==> src/design/rcp_pkg.sv <==
package rcp_pkg;

  // Widths fixed by the input byte and the result word
  localparam int unsigned ByteW  = 8;
  localparam int unsigned EventW = 2;
  localparam int unsigned TokenW = 32;

  // Default width of decoded counts and lengths
  localparam int unsigned LengthBitsDef = 32;

  // Characters of the wire format
  localparam logic [ByteW-1:0] ChZero   = 8'h30;
  localparam logic [ByteW-1:0] ChNine   = 8'h39;
  localparam logic [ByteW-1:0] ChCr     = 8'h0D;
  localparam logic [ByteW-1:0] ChLf     = 8'h0A;
  localparam logic [ByteW-1:0] ChDollar = 8'h24;

  typedef enum logic [EventW-1:0] {
    EvName  = 2'd0,
    EvArg   = 2'd1,
    EvError = 2'd2,
    EvEmpty = 2'd3
  } event_e;

  typedef struct packed {
    logic [EventW-1:0] event_res;
    logic [TokenW-1:0] token_offset;
    logic [TokenW-1:0] token_length;
    logic [TokenW-1:0] arg_total;
    logic              last_token;
  } res_t;

endpackage

==> src/design/rcp_if.sv <==
interface rcp_in_if;
  logic                      valid;
  logic                      ready;
  logic [rcp_pkg::ByteW-1:0] data_byte;

  modport source (output valid, output data_byte, input ready);
  modport sink   (input valid, input data_byte, output ready);
endinterface

interface rcp_out_if;
  logic                       valid;
  logic                       ready;
  logic [rcp_pkg::EventW-1:0] event_res;
  logic [rcp_pkg::TokenW-1:0] token_offset;
  logic [rcp_pkg::TokenW-1:0] token_length;
  logic [rcp_pkg::TokenW-1:0] arg_total;
  logic                       last_token;

  modport source (output valid, output event_res, output token_offset, output token_length,
                  output arg_total, output last_token, input ready);
  modport sink   (input valid, input event_res, input token_offset, input token_length,
                  input arg_total, input last_token, output ready);
endinterface

==> src/design/rcp_in_stage.sv <==
module rcp_in_stage (
  input  logic                      clk_i,
  input  logic                      rst_ni,
  input  logic                      valid_i,
  input  logic [rcp_pkg::ByteW-1:0] byte_i,
  output logic                      ready_o,
  input  logic                      pop_i,
  output logic                      valid_o,
  output logic [rcp_pkg::ByteW-1:0] byte_o
);

  logic                      valid_q;
  logic [rcp_pkg::ByteW-1:0] byte_q;

  // Take a new word when empty or when the held word leaves this cycle
  assign ready_o = !valid_q || pop_i;

  always_ff @(posedge clk_i or negedge rst_ni) begin
    if (!rst_ni) begin
      valid_q <= 1'b0;
    end else if (valid_i && ready_o) begin
      valid_q <= 1'b1;
    end else if (pop_i) begin
      valid_q <= 1'b0;
    end
  end

  always_ff @(posedge clk_i) begin
    if (valid_i && ready_o) begin
      byte_q <= byte_i;
    end
  end

  assign valid_o = valid_q;
  assign byte_o  = byte_q;

endmodule

==> src/design/rcp_parse.sv <==
module rcp_parse #(
  parameter int unsigned LENGTH_BITS = rcp_pkg::LengthBitsDef
) (
  input  logic                      clk_i,
  input  logic                      rst_ni,
  input  logic                      valid_i,
  input  logic [rcp_pkg::ByteW-1:0] byte_i,
  input  logic                      step_i,
  output logic                      has_res_o,
  output rcp_pkg::res_t             res_o
);

  localparam int unsigned AccW = LENGTH_BITS + 4;

  typedef enum logic [3:0] {
    PhCountFirst  = 4'd0,
    PhCountDigits = 4'd1,
    PhCountLf     = 4'd2,
    PhDollar      = 4'd3,
    PhLenFirst    = 4'd4,
    PhLenDigits   = 4'd5,
    PhLenLf       = 4'd6,
    PhContent     = 4'd7,
    PhEndCr       = 4'd8,
    PhEndLf       = 4'd9
  } phase_e;

  phase_e                      phase_q, phase_d;
  logic [LENGTH_BITS-1:0]      args_q, args_d;
  logic [LENGTH_BITS-1:0]      acc_q, acc_d;
  logic [LENGTH_BITS-1:0]      content_q, content_d;
  logic [rcp_pkg::TokenW-1:0]  pos_q, pos_d;
  logic [rcp_pkg::TokenW-1:0]  start_q, start_d;
  logic                        name_q, name_d;

  logic                        is_digit;
  logic [3:0]                  digit;
  logic [AccW-1:0]             acc10;
  logic                        acc_ovf;
  logic [LENGTH_BITS-1:0]      args_dec;
  logic [LENGTH_BITS-1:0]      content_dec;
  logic                        clr;
  logic                        res_v;
  rcp_pkg::res_t               res;

  assign is_digit = (byte_i >= rcp_pkg::ChZero) && (byte_i <= rcp_pkg::ChNine);
  assign digit    = byte_i[3:0];
  // acc * 10 + digit; any bit above the length width is an overflow
  assign acc10    = (AccW'(acc_q) << 3) + (AccW'(acc_q) << 1) + AccW'(digit);
  assign acc_ovf  = |acc10[AccW-1:LENGTH_BITS];
  assign args_dec = (args_q != '0) ? args_q - LENGTH_BITS'(1) : args_q;
  assign content_dec = content_q - LENGTH_BITS'(1);

  always_comb begin
    phase_d   = phase_q;
    args_d    = args_q;
    acc_d     = acc_q;
    content_d = content_q;
    pos_d     = pos_q + rcp_pkg::TokenW'(1);
    start_d   = start_q;
    name_d    = name_q;
    clr       = 1'b0;
    res_v     = 1'b0;
    res       = '0;

    unique case (phase_q)
      PhCountDigits, PhLenDigits: begin
        if (is_digit) begin
          if (acc_ovf) begin
            clr   = 1'b1;
            res_v = 1'b1;
            res.event_res = rcp_pkg::EvError;
          end else begin
            acc_d = acc10[LENGTH_BITS-1:0];
          end
        end else if (byte_i == rcp_pkg::ChCr) begin
          phase_d = (phase_q == PhCountDigits) ? PhCountLf : PhLenLf;
        end else begin
          clr   = 1'b1;
          res_v = 1'b1;
          res.event_res = rcp_pkg::EvError;
        end
      end
      PhCountLf: begin
        res_v = 1'b1;
        if (byte_i != rcp_pkg::ChLf) begin
          clr = 1'b1;
          res.event_res = rcp_pkg::EvError;
        end else if (acc_q == '0) begin
          clr = 1'b1;
          res.event_res  = rcp_pkg::EvEmpty;
          res.last_token = 1'b1;
        end else begin
          res_v   = 1'b0;
          args_d  = acc_q - LENGTH_BITS'(1);
          name_d  = 1'b1;
          phase_d = PhDollar;
        end
      end
      PhDollar: begin
        if (byte_i != rcp_pkg::ChDollar) begin
          clr   = 1'b1;
          res_v = 1'b1;
          res.event_res = rcp_pkg::EvError;
        end else begin
          phase_d = PhLenFirst;
        end
      end
      PhLenFirst: begin
        if (!is_digit) begin
          clr   = 1'b1;
          res_v = 1'b1;
          res.event_res = rcp_pkg::EvError;
        end else begin
          acc_d   = LENGTH_BITS'(digit);
          phase_d = PhLenDigits;
        end
      end
      PhLenLf: begin
        if (byte_i != rcp_pkg::ChLf) begin
          clr   = 1'b1;
          res_v = 1'b1;
          res.event_res = rcp_pkg::EvError;
        end else begin
          content_d = acc_q;
          start_d   = pos_q + rcp_pkg::TokenW'(1);
          phase_d   = (acc_q == '0) ? PhEndCr : PhContent;
        end
      end
      PhContent: begin
        content_d = content_dec;
        if (content_dec == '0) begin
          phase_d = PhEndCr;
        end
      end
      PhEndCr: begin
        if (byte_i != rcp_pkg::ChCr) begin
          clr   = 1'b1;
          res_v = 1'b1;
          res.event_res = rcp_pkg::EvError;
        end else begin
          phase_d = PhEndLf;
        end
      end
      PhEndLf: begin
        res_v = 1'b1;
        if (byte_i != rcp_pkg::ChLf) begin
          clr = 1'b1;
          res.event_res = rcp_pkg::EvError;
        end else begin
          res.token_offset = start_q;
          res.token_length = rcp_pkg::TokenW'(acc_q);
          phase_d = PhDollar;
          if (name_q) begin
            res.event_res  = rcp_pkg::EvName;
            res.arg_total  = rcp_pkg::TokenW'(args_q);
            res.last_token = (args_q == '0);
            name_d = 1'b0;
          end else begin
            res.event_res  = rcp_pkg::EvArg;
            res.last_token = (args_dec == '0);
            args_d = args_dec;
          end
          clr = res.last_token;
        end
      end
      default: begin
        // Idle: first digit of the element count opens a command
        if (!is_digit) begin
          clr   = 1'b1;
          res_v = 1'b1;
          res.event_res = rcp_pkg::EvError;
        end else begin
          phase_d   = PhCountDigits;
          args_d    = '0;
          acc_d     = LENGTH_BITS'(digit);
          content_d = '0;
          pos_d     = rcp_pkg::TokenW'(1);
          start_d   = '0;
          name_d    = 1'b1;
        end
      end
    endcase

    // Drop the command and return to idle
    if (clr) begin
      phase_d   = PhCountFirst;
      args_d    = '0;
      acc_d     = '0;
      content_d = '0;
      pos_d     = '0;
      start_d   = '0;
      name_d    = 1'b1;
    end
  end

  always_ff @(posedge clk_i or negedge rst_ni) begin
    if (!rst_ni) begin
      phase_q   <= PhCountFirst;
      args_q    <= '0;
      acc_q     <= '0;
      content_q <= '0;
      pos_q     <= '0;
      start_q   <= '0;
      name_q    <= 1'b1;
    end else if (step_i) begin
      phase_q   <= phase_d;
      args_q    <= args_d;
      acc_q     <= acc_d;
      content_q <= content_d;
      pos_q     <= pos_d;
      start_q   <= start_d;
      name_q    <= name_d;
    end
  end

  assign has_res_o = valid_i && res_v;
  assign res_o     = res;

endmodule

==> src/design/rcp_out_stage.sv <==
module rcp_out_stage (
  input  logic          clk_i,
  input  logic          rst_ni,
  input  logic          load_i,
  input  rcp_pkg::res_t res_i,
  output logic          free_o,
  output logic          valid_o,
  input  logic          ready_i,
  output rcp_pkg::res_t res_o
);

  logic          valid_q;
  rcp_pkg::res_t res_q;

  // Free when empty or when the held word is taken this cycle
  assign free_o = !valid_q || ready_i;

  always_ff @(posedge clk_i or negedge rst_ni) begin
    if (!rst_ni) begin
      valid_q <= 1'b0;
    end else if (load_i) begin
      valid_q <= 1'b1;
    end else if (ready_i) begin
      valid_q <= 1'b0;
    end
  end

  always_ff @(posedge clk_i) begin
    if (load_i) begin
      res_q <= res_i;
    end
  end

  assign valid_o = valid_q;
  assign res_o   = res_q;

endmodule

==> src/design/resp_command_parser_core.sv <==
// Byte-serial parser for commands sent as arrays of bulk strings, with the
// leading array marker already stripped. Each accepted word is one byte of
// the stream; the block takes one byte per cycle and reports at most one
// result word per byte: the name token with its argument count, each
// argument token (offset from the command start and length), an empty
// command, or a malformed byte, after which it drops back to idle. A byte
// passes an input register, the parser state update and a result register
// before its result is presented. Throughput is one byte per cycle while
// results are taken; a byte that yields a result waits in the input register
// while the result register is full, and input ready then follows output
// ready in the same cycle.
module resp_command_parser_core #(
  parameter int unsigned LENGTH_BITS = rcp_pkg::LengthBitsDef
) (
  input  logic       clk_i,
  input  logic       rst_ni,
  rcp_in_if.sink     in_i,
  rcp_out_if.source  res_o
);

  logic                      s1_valid;
  logic [rcp_pkg::ByteW-1:0] s1_byte;
  logic                      step;
  logic                      has_res;
  logic                      out_free;
  rcp_pkg::res_t             res;
  rcp_pkg::res_t             res_held;

  // Hold the input word
  rcp_in_stage u_in (
    .clk_i   (clk_i),
    .rst_ni  (rst_ni),
    .valid_i (in_i.valid),
    .byte_i  (in_i.data_byte),
    .ready_o (in_i.ready),
    .pop_i   (step),
    .valid_o (s1_valid),
    .byte_o  (s1_byte)
  );

  // Advance the parser unless its result has nowhere to go
  assign step = s1_valid && (!has_res || out_free);

  rcp_parse #(
    .LENGTH_BITS (LENGTH_BITS)
  ) u_parse (
    .clk_i     (clk_i),
    .rst_ni    (rst_ni),
    .valid_i   (s1_valid),
    .byte_i    (s1_byte),
    .step_i    (step),
    .has_res_o (has_res),
    .res_o     (res)
  );

  // Register the result word
  rcp_out_stage u_out (
    .clk_i   (clk_i),
    .rst_ni  (rst_ni),
    .load_i  (step && has_res),
    .res_i   (res),
    .free_o  (out_free),
    .valid_o (res_o.valid),
    .ready_i (res_o.ready),
    .res_o   (res_held)
  );

  assign res_o.event_res    = res_held.event_res;
  assign res_o.token_offset = res_held.token_offset;
  assign res_o.token_length = res_held.token_length;
  assign res_o.arg_total    = res_held.arg_total;
  assign res_o.last_token   = res_held.last_token;

endmodule
==> src/flat_wrapper.sv <==
// flat-port wrapper written by rule: the top's interface ports become plain ports
module resp_command_parser_core_flat 
#(
  parameter int unsigned LENGTH_BITS = rcp_pkg::LengthBitsDef
)
  (clk_i, rst_ni, in_i_valid, in_i_data_byte, in_i_ready, res_o_valid, res_o_event_res, res_o_token_offset, res_o_token_length, res_o_arg_total, res_o_last_token, res_o_ready);
  rcp_in_if in_i_i ();
  rcp_out_if res_o_i ();
  input  logic clk_i;
  input  logic rst_ni;
  input wire logic [$bits(in_i_i.valid)-1:0] in_i_valid;
  input wire logic [$bits(in_i_i.data_byte)-1:0] in_i_data_byte;
  output wire logic [$bits(in_i_i.ready)-1:0] in_i_ready;
  output wire logic [$bits(res_o_i.valid)-1:0] res_o_valid;
  output wire logic [$bits(res_o_i.event_res)-1:0] res_o_event_res;
  output wire logic [$bits(res_o_i.token_offset)-1:0] res_o_token_offset;
  output wire logic [$bits(res_o_i.token_length)-1:0] res_o_token_length;
  output wire logic [$bits(res_o_i.arg_total)-1:0] res_o_arg_total;
  output wire logic [$bits(res_o_i.last_token)-1:0] res_o_last_token;
  input wire logic [$bits(res_o_i.ready)-1:0] res_o_ready;
  assign in_i_i.valid = in_i_valid;
  assign in_i_i.data_byte = in_i_data_byte;
  assign in_i_ready = in_i_i.ready;
  assign res_o_valid = res_o_i.valid;
  assign res_o_event_res = res_o_i.event_res;
  assign res_o_token_offset = res_o_i.token_offset;
  assign res_o_token_length = res_o_i.token_length;
  assign res_o_arg_total = res_o_i.arg_total;
  assign res_o_last_token = res_o_i.last_token;
  assign res_o_i.ready = res_o_ready;
  resp_command_parser_core #(.LENGTH_BITS(LENGTH_BITS)) u_core (.clk_i(clk_i), .rst_ni(rst_ni), .in_i(in_i_i), .res_o(res_o_i));
endmodule
==> config.mk <==
export PLATFORM = sky130hd
export DESIGN_NAME = resp_command_parser_core_flat
export DESIGN_NICKNAME = d
export VERILOG_FILES = /design/src/design/rcp_pkg.sv /design/src/design/rcp_if.sv /design/src/design/rcp_in_stage.sv /design/src/design/rcp_parse.sv /design/src/design/rcp_out_stage.sv /design/src/design/resp_command_parser_core.sv /design/src/flat_wrapper.sv
export SDC_FILE = /design/constraint.sdc
export NUM_CORES = 1
export LEC_CHECK = 0
export ABC_AREA = 1
export BUFFER_PORTS_ARGS = -buffer_cell sky130_fd_sc_hd__buf_2
export CAP_MARGIN = 25
export CORE_ASPECT_RATIO = 0.5
export CORE_MARGIN = 8
export CORE_UTILIZATION = 40
export CTS_BUF_LIST = sky130_fd_sc_hd__clkbuf_8
export CTS_CLUSTER_SIZE = 10
export DETAILED_ROUTE_END_ITERATION = 8
export GPL_TIMING_DRIVEN = 0
export PLACE_DENSITY = 0.56
export SLEW_MARGIN = 20
export SYNTH_ARGS = -nofsm -noshare
export SYNTH_HDL_FRONTEND = slang
export SYNTH_HIERARCHICAL = 1
export SYNTH_SLANG_ARGS = --single-unit
==> constraint.sdc <==
create_clock -name clk_i -period 5.85 [get_ports clk_i]
set_input_delay 0.8775 -clock clk_i [delete_from_list [all_inputs] [get_ports clk_i]]
set_output_delay 0.8775 -clock clk_i [all_outputs]
set_load 0.01 [all_outputs]
==> flow_metrics.py <==
metrics = {
    "grt": {
        "grt_pass1_wl_mm": 91.3,
        "antenna_found_initial": 0,
        "grt_remaining_overflow": 0,
        "grt_usage": 0.224,
        "grt_pass1_vias": 15949,
        "grt_max_degree": 76,
    },
    "synthesis": {
        "syn_area_mm2": 0.0176,
        "synth_area_leader_cell": "dfrtp_1",
        "ys_types": 51,
        "synth_area_per_cell_um2": 7.29,
        "ys_async_sr_fraction": 0.609,
        "synth_area_leaders": "dfrtp_1, edfxtp_1, nand2_1, nor2_1, inv_1",
        "syn_nets": 2503,
        "yosysTopAreaCellShare": 0.236,
        "synth_edf_count": 107,
        "netlist_instances": 2421,
        "synth_top_flop_cell": "dfrtp_1",
        "netlist_top_cells_count": "nand2_1, nor2_1, inv_1, dfrtp_1, nand3_1",
        "yosysWarnings": 6,
        "synth.most_common_cell": "nand2_1",
        "yosysSeqAreaShare": 0.419,
        "ys_ff_latch": 274,
    },
    "power": {
        "p_sw_frac": 0.380,
        "seq_power_share": 0.415,
        "power_frac_comb": 0.287,
        "ir_worst_vdd_uv": 152,
        "p_clk_frac": 0.298,
        "switching_power_uw": 2140,
        "p_per_area_mw_per_mm2": 283,
        "internal_power_uw": 3500,
        "leakage_uw": 0.00953,
    },
    "layout": {
        "layout.nets": 2667,
        "diodes": 0,
        "drive_above_1_share": 0.0942,
        "synthToLayoutAreaGrowth_pct": 13.0,
        "finalInstanceArea_mm2": 0.0199,
    },
    "worst_setup_path": {
        "path_class": "reg2out",
        "worst_ep_required_time_ps": 4970,
        "arrival_ps": 4580,
        "reg2reg_depth": 26,
        "critPathLaunch": "u_core/u_parse/acc_q[0]",
        "crit_end": "in_i_ready",
        "worstPathMaxFanout": 6,
        "r2r_setup_slack_ps": 440,
        "crit_path_start_kind": "flip-flop",
        "r2r-end": "u_core/u_parse/pos_q[20]",
        "cp-end-kind": "output port",
        "rr_startpoint": "u_core/u_parse/acc_q[0]",
    },
    "drt": {
        "avgViaCountPerCell": 5.18,
        "wl_per_cell_um": 18.3,
        "ant_nets": 0,
        "drc": 0,
        "routed_wl_mm": 58.8,
        "first_pass_iters": 8,
        "drt_iter0_drc": 1654,
        "vias": 16638,
    },
    "worst_hold_path": {
        "min_path_type": "in2async",
    },
    "place": {
        "dpl.hpwl_mm": 45.8,
        "portBuffers": 112,
        "place.gp.congestion": 1.02,
        "pre_cts_ws_ps": 316,
        "place_area_mm2": 0.0190,
    },
    "floorplanning": {
        "start_util": 0.405,
        "die_w_um": 313,
        "io_pins": 113,
        "dieArea_mm2": 0.0515,
        "std_cell_rows": 54,
        "die_h_um": 164,
        "core-area_mm2": 0.0435,
    },
    "sta": {
        "final_max_slew_viol_count": 0,
        "finalSetupTns_ps": 0,
        "worst_slack_ps": 396,
        "min_period_over_period": 0.932,
        "setup_viol": 0,
        "worst_pin_slew_ps": 965,
        "fin_skew_ps": 33.7,
        "hold_violations": 0,
        "fin_crit_ps": 5450,
        "max_slew_margin": 0.356,
        "rsz0062_at_grt": "no",
        "fmax_ghz": 0.183,
    },
    "clock_tree": {
        "cts_sinks": 274,
        "worst_skew_pair.late_latency_ps": 610,
        "cts.clk_slew.worst_paths_ps": 70,
        "cts_hold_buffers": 0,
        "cts_root_buf": "clkbuf_8",
        "tritoncts": "yes",
        "h-tree-depth": 2,
        "numCtsBuffers": 45,
        "clockBufferDepth": 3,
    },
    "outcome": {
        "status": "completed",
    },
    "flow_run": {
        "max-cap-violations": 0,
    },
}
## power groups by stage
| stage | Sequential, uW | Clock, uW | Combinational (uW) |
|---|---|---|---|
| finish | 2340 | 1680 | 1620 |
| CTS | 2350 | 1730 | 1610 |
| detailed placement | 2380 | 0 | 1600 |
| floorplan | 2460 | 0 | 881 |
| global route | 2360 | 1820 | 1780 |
| global placement | 2400 | 0 | 1570 |
## worst min-delay path by stage
| stage | endpoint | slack, ps |
|---|---|---|
| 6_report | u_core/u_parse/acc_q[18] | 160 |
| 5_1_grt | u_core/u_parse/acc_q[20] | 160 |
| 4_1_cts | u_core/u_parse/acc_q[22] | 130 |
| 3_5_place_dp | u_core/u_parse/content_q[29] | 470 |
| 3_3_place_gp | u_core/u_parse/content_q[29] | 470 |
| 2_1_floorplan | u_core/u_parse/content_q[29] | 440 |
## flip-flops by register name, indices dropped and copies added, names as in the netlist
| register | count |
|---|---|
| u_core/u_parse/name_q | 1 |
| u_core/u_out/res_o | 99 |
| u_core/u_parse/start_q | 32 |
| u_core/u_out/valid_o | 1 |
| u_core/u_parse/acc_q | 32 |
| u_core/u_in/valid_o | 1 |
| u_core/u_parse/content_q | 32 |
| u_core/u_in/byte_o | 8 |
| u_core/u_parse/pos_q | 32 |
| u_core/u_parse/phase_q | 4 |
| u_core/u_parse/args_q | 32 |
## cells by family (layout without fill, tap and decap cells)
logic type,after synthesis,in the layout,synth area share
buffers and inverters,363,564,0.0810
adder cells (fa/ha/maj),70,70,0.0505
XOR/XNOR,82,82,0.0407
flip-flops,274,274,0.419
AO/OA/AOI/OAI,312,312,0.0979
AND/OR/NAND/NOR,1320,1320,0.311
## cell type report
type,instances,area (um^2)
clock buffer,46,633
inverter,283,1070
multi-input combinational,1784,8830
sequential,274,7390
buffer,80,367
fill,4618,23600
timing repair buffer,117,676
tap,588,736
clock inverter,38,236
## per-stage QoR
step / power, uW / util / hold slack [ps] / cells
after floorplan: 3340 / - / 442 / 2421
after global placement: 3970 / 0.435 / 469 / 3121
after detailed placement: 3990 / 0.438 / 472 / 3125
after CTS: 5690 / 0.458 / 135 / 3209
after global routing: 5970 / 0.458 / 159 / 3210
final: 5650 / 0.458 / 155 / 3210
## cells in the final DEF, fill, tap and decap left out, types with 64 or more instances in the layout
master    count
nand3_1     121
edfxtp_1    107
nand2_1     697
buf_2       137
nor2_1      358
o21ai_0      94
ha_1         68
dfrtp_1     166
o21ai_1      64
a21oi_1      71
inv_1       297
## critical path, cell delays in order (launching register included)
cell	delay [ps]
dfrtp_1	420
inv_1	190
fa_1	540
inv_1	70
fa_1	450
nand2_1	80
nand3_1	130
nand3_1	120
nand2_1	130
nand2_1	80
nand2_1	170
nand2_1	140
nand2_1	60
nand2_1	60
nand2_1	60
nor2_1	120
nand2_2	130
nand2_1	100
nand4_1	100
nand3_1	110
inv_1	90
a21oi_4	270
inv_1	100
nand2_1	100
buf_2	140
## repair_timing
action | 4_1_cts | 5_1_grt
endpoints found under the setup margin | 0 | 18
resized for setup | 0 | 2
buffers inserted | 0 | 0
## per-layer routing
metal,wire (um),track usage,vias to the layer above,part of all wire
met2,25500,0.355,596,0.43
li1,-,-,8188,-
met5,0,0,-,0
met1,27200,0.315,7779,0.46
met4,1070,0.0460,0,0.018
met3,4980,0.0498,75,0.085
Power figures use the tool's default switching activity.
